**src/rtl/assert_macros.svh**
```systemverilog
// Assertion macros for the RTL of the SOGI-FLL block, included by its top level.
// Uses the clk and rst names of the including module; no other dependencies.
`ifndef ASSERT_MACROS_SVH
`define ASSERT_MACROS_SVH
`ifndef ASSERT_OFF
// cond must hold at every clock edge out of reset
`define ASSERT_HOLDS(label, cond, msg) \
  label: assert property (@(posedge clk) disable iff (rst) (cond)) else $error(msg);
// cons must hold in the cycle after ante
`define ASSERT_NEXT(label, ante, cons, msg) \
  label: assert property (@(posedge clk) disable iff (rst) (ante) |=> (cons)) else $error(msg);
`else
`define ASSERT_HOLDS(label, cond, msg)
`define ASSERT_NEXT(label, ante, cons, msg)
`endif
`endif

```
**src/rtl/sogi_pkg.sv**
```systemverilog
// Package for the SOGI-FLL quadrature generator: widths, constants, codes,
// control struct and saturation helpers. No dependencies.
`timescale 1ns / 1ps

package sogi_pkg;

  // Internal fixed point: signed Q(DW-FRAC_BITS).FRAC_BITS
  localparam int DW        = 32;
  localparam int FRAC_BITS = 16;

  // Port field widths
  localparam int IO_W   = 32;  // sample, alpha, beta, frequency_hz
  localparam int GAIN_W = 31;  // center frequency, k, fll gain
  localparam int STEP_W = 32;  // integration step, unsigned Q0.32
  localparam int CFG_W  = 32;
  localparam int IDX_W  = 2;

  // Multiplier operand A holds signed data or an unsigned step/gain
  localparam int A_W   = ((DW > STEP_W) ? DW : STEP_W) + 1;
  localparam int P_W   = A_W + DW;
  localparam int ADD_W = (DW > GAIN_W + 4) ? DW : GAIN_W + 4;
  localparam int SUM_W = ADD_W + 1;
  localparam int EXT_W = (DW > IO_W) ? DW : IO_W;

  localparam logic signed [DW-1:0]   Q_MAX  = {1'b0, {(DW-1){1'b1}}};
  localparam logic signed [DW-1:0]   Q_MIN  = {1'b1, {(DW-1){1'b0}}};
  localparam logic signed [IO_W-1:0] IO_MAX = {1'b0, {(IO_W-1){1'b1}}};
  localparam logic signed [IO_W-1:0] IO_MIN = {1'b1, {(IO_W-1){1'b0}}};

  // 2*pi and 1/(2*pi) as unsigned Q.32
  localparam logic [63:0] TWO_PI_Q32     = 64'd26986075409;
  localparam logic [63:0] INV_TWO_PI_Q32 = 64'd683565276;
  // 2*pi split into integer part and Q0.32 fraction so w0 needs one product
  localparam logic [63:0] TWO_PI_INT     = TWO_PI_Q32 >> 32;
  localparam logic [63:0] TWO_PI_FRAC    = TWO_PI_Q32 & 64'hFFFF_FFFF;

  localparam logic signed [DW-1:0]  ONE_Q     = DW'(64'd1 << FRAC_BITS);
  localparam logic signed [DW-1:0]  TWO_PI_FQ = DW'(TWO_PI_FRAC);
  localparam logic signed [DW-1:0]  INV_2PI_Q = DW'(INV_TWO_PI_Q32);
  localparam logic signed [P_W-1:0] HALF_Q32  = P_W'(64'h8000_0000);

  // Register reset values
  localparam logic [GAIN_W-1:0] CENTER_RESET = GAIN_W'(3276800);
  localparam logic [GAIN_W-1:0] K_RESET      = GAIN_W'(92682);
  localparam logic [GAIN_W-1:0] FLL_RESET    = '0;
  localparam logic [STEP_W-1:0] STEP_RESET   = STEP_W'(429497);

  // w0 of the reset center frequency, rounded half up
  localparam logic [63:0] OMEGA_RESET_W =
    (64'(CENTER_RESET) * TWO_PI_Q32 + 64'h8000_0000) >> 32;
  localparam logic signed [DW-1:0] OMEGA_RESET = DW'(OMEGA_RESET_W);

  typedef enum logic [IDX_W-1:0] {
    REG_CENTER,
    REG_K,
    REG_FLL,
    REG_STEP
  } cfg_reg_t;

  typedef enum logic [1:0] {
    ST_IDLE,
    ST_MUL,
    ST_POST,
    ST_OUT
  } state_t;

  // Passes through the shared multiplier, in issue order
  typedef enum logic [3:0] {
    OP_W0,
    OP_E1,
    OP_E2,
    OP_G,
    OP_ALPHA,
    OP_BETA,
    OP_P,
    OP_U,
    OP_WM,
    OP_W,
    OP_FREQ
  } op_t;

  typedef enum logic [1:0] {
    POST_ADD,   // scaled + addend
    POST_SUB,   // scaled - addend
    POST_RSUB   // addend - scaled
  } post_t;

  typedef struct packed {
    logic  sh32;   // shift by 32, else by FRAC_BITS
    logic  rnd;    // add one half LSB of Q.32 before the shift
    post_t post;
  } mul_ctl_t;

  function automatic logic signed [DW-1:0] sat_p(input logic signed [P_W-1:0] v);
    if (v > P_W'(Q_MAX)) return Q_MAX;
    if (v < P_W'(Q_MIN)) return Q_MIN;
    return v[DW-1:0];
  endfunction

  function automatic logic signed [DW-1:0] sat_s(input logic signed [SUM_W-1:0] v);
    if (v > SUM_W'(Q_MAX)) return Q_MAX;
    if (v < SUM_W'(Q_MIN)) return Q_MIN;
    return v[DW-1:0];
  endfunction

  function automatic logic signed [DW-1:0] enter_q(input logic signed [IO_W-1:0] v);
    logic signed [EXT_W-1:0] x;
    x = EXT_W'(v);
    if (x > EXT_W'(Q_MAX)) return Q_MAX;
    if (x < EXT_W'(Q_MIN)) return Q_MIN;
    return x[DW-1:0];
  endfunction

  function automatic logic signed [IO_W-1:0] emit_q(input logic signed [DW-1:0] v);
    logic signed [EXT_W-1:0] x;
    x = EXT_W'(v);
    if (x > EXT_W'(IO_MAX)) return IO_MAX;
    if (x < EXT_W'(IO_MIN)) return IO_MIN;
    return x[IO_W-1:0];
  endfunction

  // Gain register as a non-negative operand, held to the data range
  function automatic logic signed [A_W-1:0] clamp_gain(input logic [GAIN_W-1:0] v);
    logic [A_W-1:0] x;
    x = A_W'(v);
    if (x > A_W'(Q_MAX)) x = A_W'(Q_MAX);
    return signed'(x);
  endfunction

endpackage

```
**src/rtl/sogi_in_if.sv**
```systemverilog
// Sample channel: valid/ready handshake with one signed Q16.16 sample a beat.
// Depends on sogi_pkg.
`timescale 1ns / 1ps

interface sogi_in_if import sogi_pkg::*; ();
  logic                   valid;
  logic                   ready;
  logic signed [IO_W-1:0] sample;

  modport source (output valid, output sample, input ready);
  modport sink   (input valid, input sample, output ready);
endinterface

```
**src/rtl/sogi_out_if.sv**
```systemverilog
// Result channel: valid/ready handshake carrying alpha, beta and frequency.
// Depends on sogi_pkg.
`timescale 1ns / 1ps

interface sogi_out_if import sogi_pkg::*; ();
  logic                   valid;
  logic                   ready;
  logic signed [IO_W-1:0] alpha;
  logic signed [IO_W-1:0] beta;
  logic signed [IO_W-1:0] frequency_hz;

  modport source (output valid, output alpha, output beta, output frequency_hz,
                  input ready);
  modport sink   (input valid, input alpha, input beta, input frequency_hz,
                  output ready);
endinterface

```
**src/rtl/sogi_fll_quadrature_generator.sv**
```systemverilog
// SOGI-FLL quadrature generator, top level. Depends on sogi_pkg, sogi_in_if,
// sogi_out_if, sogi_mul_unit and assert_macros.svh.
`timescale 1ns / 1ps

// One grid sample in, one result (alpha, beta, frequency_hz) out, all signed
// Q16.16. Every product of the SOGI and the FLL runs through one shared
// multiplier that a small sequencer steps through eleven passes: w0 from the
// center frequency, e1, e2, g, alpha, beta, the FLL error product, u, the
// integrator update, omega and finally omega/(2*pi). Each pass is a product
// register step, then a shift/saturate/add step; an output state and an idle
// state follow the last pass. samples.ready drops at the accepting beat and
// rises again together with results.valid, when the output state hands the
// result to the output register, which lets a new sample be taken while the
// previous result still waits; only if that result is still unread at the
// end of the next sample does the sequencer hold. Configuration writes are
// registered and reach every later pass, also within a sample; a center
// frequency write does not touch the stored omega. There is no clearing pass
// after reset.

`include "assert_macros.svh"

module sogi_fll_quadrature_generator import sogi_pkg::*; (
  input  logic              clk,
  input  logic              rst,
  input  logic              cfg_write,
  input  logic [IDX_W-1:0]  cfg_index,
  input  logic [CFG_W-1:0]  cfg_data,
  sogi_in_if.sink           samples,
  sogi_out_if.source        results
);

  // configuration
  logic [GAIN_W-1:0] center;
  logic [GAIN_W-1:0] k_gain;
  logic [GAIN_W-1:0] loop_gain;
  logic [STEP_W-1:0] step;

  // sequencer
  state_t state, state_next;
  op_t    op, op_next;

  // filter state and scratch
  logic signed [DW-1:0] sample_q;
  logic signed [DW-1:0] alpha_prev;
  logic signed [DW-1:0] beta_prev;
  logic signed [DW-1:0] freq_integrator;
  logic signed [DW-1:0] omega_prev;
  logic signed [DW-1:0] w0;
  logic signed [DW-1:0] e1;
  logic signed [DW-1:0] tmp;   // e2, then p, then u
  logic signed [DW-1:0] g;

  // output register
  logic                   out_valid;
  logic signed [IO_W-1:0] out_alpha;
  logic signed [IO_W-1:0] out_beta;
  logic signed [IO_W-1:0] out_freq;

  // multiplier hookup
  logic                    mul_load;
  logic signed [A_W-1:0]   mul_a;
  logic signed [DW-1:0]    mul_b;
  mul_ctl_t                mul_ctl;
  logic signed [ADD_W-1:0] mul_add;
  logic signed [DW-1:0]    mul_result;

  logic accept;
  logic out_free;
  logic signed [A_W-1:0] step_op;
  logic signed [A_W-1:0] center_op;

  assign accept    = samples.valid && samples.ready;
  assign out_free  = !out_valid || results.ready;
  assign step_op   = A_W'($signed({1'b0, step}));
  assign center_op = clamp_gain(center);

  //--------------------------------------------------------------------------
  // Configuration port
  //--------------------------------------------------------------------------
  always_ff @(posedge clk) begin
    if (rst) begin
      center    <= CENTER_RESET;
      k_gain    <= K_RESET;
      loop_gain <= FLL_RESET;
      step      <= STEP_RESET;
    end else if (cfg_write) begin
      unique case (cfg_reg_t'(cfg_index))
        REG_CENTER: center    <= cfg_data[GAIN_W-1:0];
        REG_K:      k_gain    <= cfg_data[GAIN_W-1:0];
        REG_FLL:    loop_gain <= cfg_data[GAIN_W-1:0];
        REG_STEP:   step      <= cfg_data[STEP_W-1:0];
      endcase
    end
  end

  //--------------------------------------------------------------------------
  // Sequencer: next state
  //--------------------------------------------------------------------------
  always_comb begin
    state_next = state;
    op_next    = op;
    unique case (state)
      ST_IDLE: begin
        if (accept) begin
          state_next = ST_MUL;
          op_next    = OP_W0;
        end
      end
      ST_MUL: state_next = ST_POST;
      ST_POST: begin
        if (op == OP_FREQ) begin
          state_next = ST_OUT;
        end else begin
          state_next = ST_MUL;
          op_next    = op_t'(op + 4'd1);
        end
      end
      ST_OUT: begin
        if (out_free) state_next = ST_IDLE;
      end
      default: state_next = ST_IDLE;
    endcase
  end

  always_ff @(posedge clk) begin
    if (rst) begin
      state <= ST_IDLE;
      op    <= OP_W0;
    end else begin
      state <= state_next;
      op    <= op_next;
    end
  end

  //--------------------------------------------------------------------------
  // Sequencer: outputs
  //--------------------------------------------------------------------------
  always_comb begin
    samples.ready = (state == ST_IDLE);
    mul_load      = (state == ST_MUL);
  end

  // Operand selection per pass; operands stay put through the post cycle
  always_comb begin
    mul_a   = '0;
    mul_b   = '0;
    mul_ctl = '{sh32: 1'b0, rnd: 1'b0, post: POST_ADD};
    mul_add = '0;
    unique case (op)
      OP_W0: begin
        // w0 = int(2pi)*c + round(c * frac(2pi))
        mul_a   = center_op;
        mul_b   = TWO_PI_FQ;
        mul_ctl = '{sh32: 1'b1, rnd: 1'b1, post: POST_ADD};
        mul_add = ADD_W'(center_op) * ADD_W'(TWO_PI_INT);
      end
      OP_E1: begin
        mul_a   = A_W'(sample_q);
        mul_b   = ONE_Q;
        mul_ctl = '{sh32: 1'b0, rnd: 1'b0, post: POST_SUB};
        mul_add = ADD_W'(alpha_prev);
      end
      OP_E2: begin
        mul_a   = clamp_gain(k_gain);
        mul_b   = e1;
        mul_ctl = '{sh32: 1'b0, rnd: 1'b0, post: POST_SUB};
        mul_add = ADD_W'(beta_prev);
      end
      OP_G: begin
        mul_a   = step_op;
        mul_b   = omega_prev;
        mul_ctl = '{sh32: 1'b1, rnd: 1'b0, post: POST_ADD};
      end
      OP_ALPHA: begin
        mul_a   = A_W'(g);
        mul_b   = tmp;
        mul_add = ADD_W'(alpha_prev);
      end
      OP_BETA: begin
        // alpha_prev already holds this sample's alpha
        mul_a   = A_W'(g);
        mul_b   = alpha_prev;
        mul_add = ADD_W'(beta_prev);
      end
      OP_P: begin
        mul_a   = clamp_gain(loop_gain);
        mul_b   = e1;
      end
      OP_U: begin
        mul_a   = A_W'(tmp);
        mul_b   = beta_prev;
        mul_ctl = '{sh32: 1'b0, rnd: 1'b0, post: POST_RSUB};
      end
      OP_WM: begin
        mul_a   = step_op;
        mul_b   = tmp;
        mul_ctl = '{sh32: 1'b1, rnd: 1'b0, post: POST_ADD};
        mul_add = ADD_W'(freq_integrator);
      end
      OP_W: begin
        mul_a   = A_W'(freq_integrator);
        mul_b   = ONE_Q;
        mul_add = ADD_W'(w0);
      end
      OP_FREQ: begin
        mul_a   = A_W'(omega_prev);
        mul_b   = INV_2PI_Q;
        mul_ctl = '{sh32: 1'b1, rnd: 1'b0, post: POST_ADD};
      end
      default: begin
        mul_a = '0;
      end
    endcase
  end

  sogi_mul_unit u_mul (
    .clk    (clk),
    .load   (mul_load),
    .op_a   (mul_a),
    .op_b   (mul_b),
    .ctl    (mul_ctl),
    .addend (mul_add),
    .result (mul_result)
  );

  //--------------------------------------------------------------------------
  // Datapath registers
  //--------------------------------------------------------------------------
  always_ff @(posedge clk) begin
    if (accept) begin
      sample_q <= enter_q(samples.sample);
    end
    if (state == ST_POST) begin
      unique case (op)
        OP_W0:    w0  <= mul_result;
        OP_E1:    e1  <= mul_result;
        OP_E2:    tmp <= mul_result;
        OP_G:     g   <= mul_result;
        OP_P:     tmp <= mul_result;
        OP_U:     tmp <= mul_result;
        default:  ;
      endcase
    end
  end

  always_ff @(posedge clk) begin
    if (rst) begin
      alpha_prev      <= '0;
      beta_prev       <= '0;
      freq_integrator <= '0;
      omega_prev      <= OMEGA_RESET;
    end else if (state == ST_POST) begin
      unique case (op)
        OP_ALPHA: alpha_prev      <= mul_result;
        OP_BETA:  beta_prev       <= mul_result;
        OP_WM:    freq_integrator <= mul_result;
        OP_W:     omega_prev      <= mul_result;
        default:  ;
      endcase
    end
  end

  // Output register; in ST_OUT the unit still shows omega/(2*pi)
  always_ff @(posedge clk) begin
    if (rst) begin
      out_valid <= 1'b0;
    end else if (state == ST_OUT && out_free) begin
      out_valid <= 1'b1;
    end else if (results.ready) begin
      out_valid <= 1'b0;
    end
  end

  always_ff @(posedge clk) begin
    if (state == ST_OUT && out_free) begin
      out_alpha <= emit_q(alpha_prev);
      out_beta  <= emit_q(beta_prev);
      out_freq  <= emit_q(mul_result);
    end
  end

  assign results.valid        = out_valid;
  assign results.alpha        = out_alpha;
  assign results.beta         = out_beta;
  assign results.frequency_hz = out_freq;

  //--------------------------------------------------------------------------
  // Checks
  //--------------------------------------------------------------------------
  `ASSERT_NEXT(a_accept_starts, accept, state == ST_MUL && op == OP_W0, "sample beat did not start the sequence")
  `ASSERT_NEXT(a_mul_then_post, state == ST_MUL, state == ST_POST, "product not followed by post cycle")
  `ASSERT_HOLDS(a_out_after_last, state != ST_OUT || op == OP_FREQ, "output stage reached before last pass")
  `ASSERT_HOLDS(a_valid_from_out, !$rose(out_valid) || $past(state) == ST_OUT, "result beat raised outside output stage")

endmodule

```
**src/rtl/sogi_mul_unit.sv**
```systemverilog
// Shared multiply unit: registered signed product, then shift, saturate and
// a saturating add/subtract. Depends on sogi_pkg.
`timescale 1ns / 1ps

module sogi_mul_unit import sogi_pkg::*; (
  input  logic                    clk,
  input  logic                    load,
  input  logic signed [A_W-1:0]   op_a,
  input  logic signed [DW-1:0]    op_b,
  input  mul_ctl_t                ctl,
  input  logic signed [ADD_W-1:0] addend,
  output logic signed [DW-1:0]    result
);

  logic signed [P_W-1:0]   prod;
  logic signed [P_W-1:0]   rounded;
  logic signed [P_W-1:0]   shifted;
  logic signed [DW-1:0]    scaled;
  logic signed [SUM_W-1:0] sum;

  always_ff @(posedge clk) begin
    if (load) begin
      prod <= op_a * op_b;
    end
  end

  // arithmetic shift is a floor, matching truncation toward minus infinity
  always_comb begin
    rounded = ctl.rnd ? prod + HALF_Q32 : prod;
    shifted = ctl.sh32 ? (rounded >>> 32) : (rounded >>> FRAC_BITS);
    scaled  = sat_p(shifted);
    unique case (ctl.post)
      POST_ADD:  sum = SUM_W'(scaled) + SUM_W'(addend);
      POST_SUB:  sum = SUM_W'(scaled) - SUM_W'(addend);
      POST_RSUB: sum = SUM_W'(addend) - SUM_W'(scaled);
      default:   sum = SUM_W'(scaled);
    endcase
    result = sat_s(sum);
  end

endmodule

```
**src/flat_wrapper.sv**
```systemverilog
// flat-port wrapper written by rule: the top's interface ports become plain ports
module sogi_fll_quadrature_generator_flat import sogi_pkg::*;
  (clk, rst, cfg_write, cfg_index, cfg_data, samples_valid, samples_sample, samples_ready, results_valid, results_alpha, results_beta, results_frequency_hz, results_ready);
  sogi_in_if samples_i ();
  sogi_out_if results_i ();
  input  logic clk;
  input  logic rst;
  input  logic cfg_write;
  input  logic [IDX_W-1:0] cfg_index;
  input  logic [CFG_W-1:0] cfg_data;
  input wire logic [$bits(samples_i.valid)-1:0] samples_valid;
  input wire logic [$bits(samples_i.sample)-1:0] samples_sample;
  output wire logic [$bits(samples_i.ready)-1:0] samples_ready;
  output wire logic [$bits(results_i.valid)-1:0] results_valid;
  output wire logic [$bits(results_i.alpha)-1:0] results_alpha;
  output wire logic [$bits(results_i.beta)-1:0] results_beta;
  output wire logic [$bits(results_i.frequency_hz)-1:0] results_frequency_hz;
  input wire logic [$bits(results_i.ready)-1:0] results_ready;
  assign samples_i.valid = samples_valid;
  assign samples_i.sample = samples_sample;
  assign samples_ready = samples_i.ready;
  assign results_valid = results_i.valid;
  assign results_alpha = results_i.alpha;
  assign results_beta = results_i.beta;
  assign results_frequency_hz = results_i.frequency_hz;
  assign results_i.ready = results_ready;
  sogi_fll_quadrature_generator u_core (.clk(clk), .rst(rst), .cfg_write(cfg_write), .cfg_index(cfg_index), .cfg_data(cfg_data), .samples(samples_i), .results(results_i));
endmodule
```
**config.mk**
```make
export PLATFORM = sky130hd
export DESIGN_NAME = sogi_fll_quadrature_generator_flat
export DESIGN_NICKNAME = d
export VERILOG_FILES = /design/src/rtl/sogi_pkg.sv /design/src/rtl/sogi_in_if.sv /design/src/rtl/sogi_out_if.sv /design/src/rtl/sogi_fll_quadrature_generator.sv /design/src/rtl/sogi_mul_unit.sv /design/src/flat_wrapper.sv
export VERILOG_INCLUDE_DIRS = /design/src /design/src/rtl
export SDC_FILE = /design/constraint.sdc
export NUM_CORES = 2
export LEC_CHECK = 0
export BUFFER_PORTS_ARGS = -buffer_cell sky130_fd_sc_hd__buf_4
export CAP_MARGIN = 10
export CORE_MARGIN = 4
export CORE_UTILIZATION = 40
export DETAILED_ROUTE_END_ITERATION = 12
export GPL_ROUTABILITY_DRIVEN = 0
export GPL_TIMING_DRIVEN = 1
export SYNTH_ARGS = -nofsm -noshare
export SYNTH_HDL_FRONTEND = slang
export SYNTH_HIERARCHICAL = 1
export SYNTH_SLANG_ARGS = --single-unit
```
**constraint.sdc**
```tcl
create_clock -name clk -period 12.2 [get_ports clk]
set_input_delay 0.61 -clock clk [delete_from_list [all_inputs] [get_ports clk]]
set_output_delay 0.61 -clock clk [all_outputs]
set_load 0.02 [all_outputs]
```
==> results.cfg <==
[detailed_routing]
wl_um = 242000
wl_per_cell_um = 25.1
vias = 55300
first_iter_violations = 6995
firstDrtPassIters = 9
drc = 0
viasPerCell = 5.74
antenna_left = 0

[synth]
syn_area_um2 = 67200
syn_inst = 7494
synth_edf_count = 305
syn_nets = 8968
synth_cell_types = 101
synth-main-ff-cell = edfxtp_1
yosys.area.top_type = fa_1
synthTopCellsByArea = fa_1 (33%), edfxtp_1 (14%), nand2_1 (8.6%)
yosys_warnings = 6
avgSynthCellArea_um2 = 8.97
synth-seq-cells = 565
async_flop_share_pct = 0
ys_seq_area_share_pct = 21.4
yosysTopAreaCellShare_pct = 33.2

[setup_path]
slowest_delay_ps = 940
slowest_stage = a221oi_1
cp_max_fo = 21
critPathCaptureType = register
crit_buf_inv = 10
crit_required_ps = 12610
cp-start-kind = register
setup.worst_path.class = reg -> reg
worst_ep_arrival_time_ps = 11900
crit_top_cell = fa_1
crit_family = adder cells

[cells_and_area]
drive_above_1_share_pct = 7.51
syn2layout_area_growth_pct = 8.51
layout_common_cells = nand2_1 (1545), inv_1 (1234), fa_1 (1114)
nets = 8843
final_common_cell = nand2_1
largest_register = u_core/u_mul/prod
largest_reg_flops = 49
fin_cells = 9626
final_area_um2 = 72900

[global_routing]
grt_util_all_layers_pct = 27.4
antenna_found_initial = 7
grt_pass1_wl_um = 360000
gr-usage-met3_pct = 7.76
gr-usage-met1_pct = 36.9
grt_pass1_vias = 55700
grtUsageMet2_pct = 41.0
gr-max-usage-layer = met2
grt-ovfl-total = 0
grt_start_max_net_pins = 165

[power_and_ir_drop]
intPower_mw = 6.79
p_sw_mw = 6.45
seqPwrFrac_pct = 19.8
vdd_ir_drop_max_uv = 269
p_leak_nw = 30.8
swShare_pct = 48.7
pwr_density_cell_nw_per_um2 = 182
power_frac_clock_pct = 15.1
power_frac_comb_pct = 65.0

[cts]
clkTransAtPathRegs_ps = 80
cts_setup_buffers = 0
root_buffer = clkbuf_16
insertion_delay_ps = 660
cts_buffer_depth = 3
ctsHoldBuffers = 0
cts_made_buffers = 60
ctsResizeCount = 0
htree_levels = 2
cts_tree = done
cts.sinks = 565

[die]
die_height_um = 418
die_w_um = 418
floorplan.initialDensity_pct = 40.2
row_count = 150
core_um2 = 167000
io_pins = 169
die-area_um2 = 175000

[place]
port_buffers = 168
dp_hpwl_um = 187000
dpl_cell_area_um2 = 70700
place_inst = 9509

[timing]
clock.fmax_mhz = 87.1
setup_viol = 0
worstMarginPinSlew_ps = 1310
max_slew_margin_pct = 12.7
period_needed_ps = 11490
fin_tns_setup_ps = 0
skew_ps = 36.5
report.final.slew_viol_count = 0
rsz0062_at_grt = false
period_share_pct = 94.2
finalHoldViolations = 0

[outcome]
status = finished, final reports clean

[hold_path]
hp-class = in -> reg

[run]
maxCapViolations = 0
-- metal layers --
metal | wire [µm] | vias to the layer above
li1 | - | 23500
met2 | 104000 | 3226
met5 | 13 | -
met1 | 94500 | 27900
met4 | 13800 | 2
met3 | 29400 | 677
-- per-stage QoR --
step | worst slack (ps) | total power, mW | util, % | hold slack, ps
global route | 437 | 14.2 | 43.6 | 125
detailed placement | 1220 | 11.1 | 42.4 | 446
CTS | 1220 | 13.1 | 43.6 | 117
global placement | 1360 | 10.9 | 42.4 | 441
floorplan | 3170 | 8.24 | - | 436
finish | 712 | 13.2 | 43.6 | 133
-- final timing paths --
kind,start,endpoint,slack [ps],cells after the start
worst max register to register,u_core/op[0],u_core/u_mul/prod[54],710,37
worst min register to register,u_core/step[6],u_core/step[6],460,2
worst min-delay path,samples_sample[31],u_core/sample_q[31],130,1
worst max-delay path,u_core/op[0],u_core/u_mul/prod[54],710,37
-- power groups by stage --
stage               Clock, mW  Sequential [mW]  Combinational [mW]
floorplan                   0             2.56                5.68
global placement            0             2.66                8.29
detailed placement          0             2.66                8.44
CTS                      2.01             2.62                8.49
global route             2.09             2.63                9.46
finish                   2.01             2.63                8.61
-- cells in the mapped netlist (all sizes together), types with 55 or more instances --
master,n
a21oi,404
o21ai,142
nand2,1548
xor2,71
nand2b,62
inv,1235
nand3,88
a22oi,110
dfxtp,260
edfxtp,305
xnor2,100
nor2,142
clkbuf,502
fa,1114
and2,267
nand4,64
ha,289
a21o,83
buf,55
a221oi,56
-- kinds of logic after synthesis --
logic type / Yosys count / share of synthesized area [%]
AO/OA/AOI/OAI: 1135 / 11.2
XOR/XNOR: 171 / 2.24
flip-flops: 565 / 21.4
multiplexers: 20 / 0.307
AND/OR/NAND/NOR: 2406 / 16.1
adder cells (fa/ha/maj): 1403 / 38.6
buffers and inverters: 1794 / 10.1
-- area by class of cell --
| class | instances | area, µm² |
|---|---|---|
| inverters | 1237 | 4640 |
| clock buffers | 75 | 1650 |
| well taps | 2204 | 2760 |
| fillers | 16300 | 94100 |
| clock inverters | 39 | 477 |
| flip-flops and latches | 565 | 14400 |
| diodes | 1 | 2.50 |
| multi-input cells | 5135 | 46100 |
| repair buffers | 370 | 2890 |
Note: power is estimated with default switching activity, not from simulation.
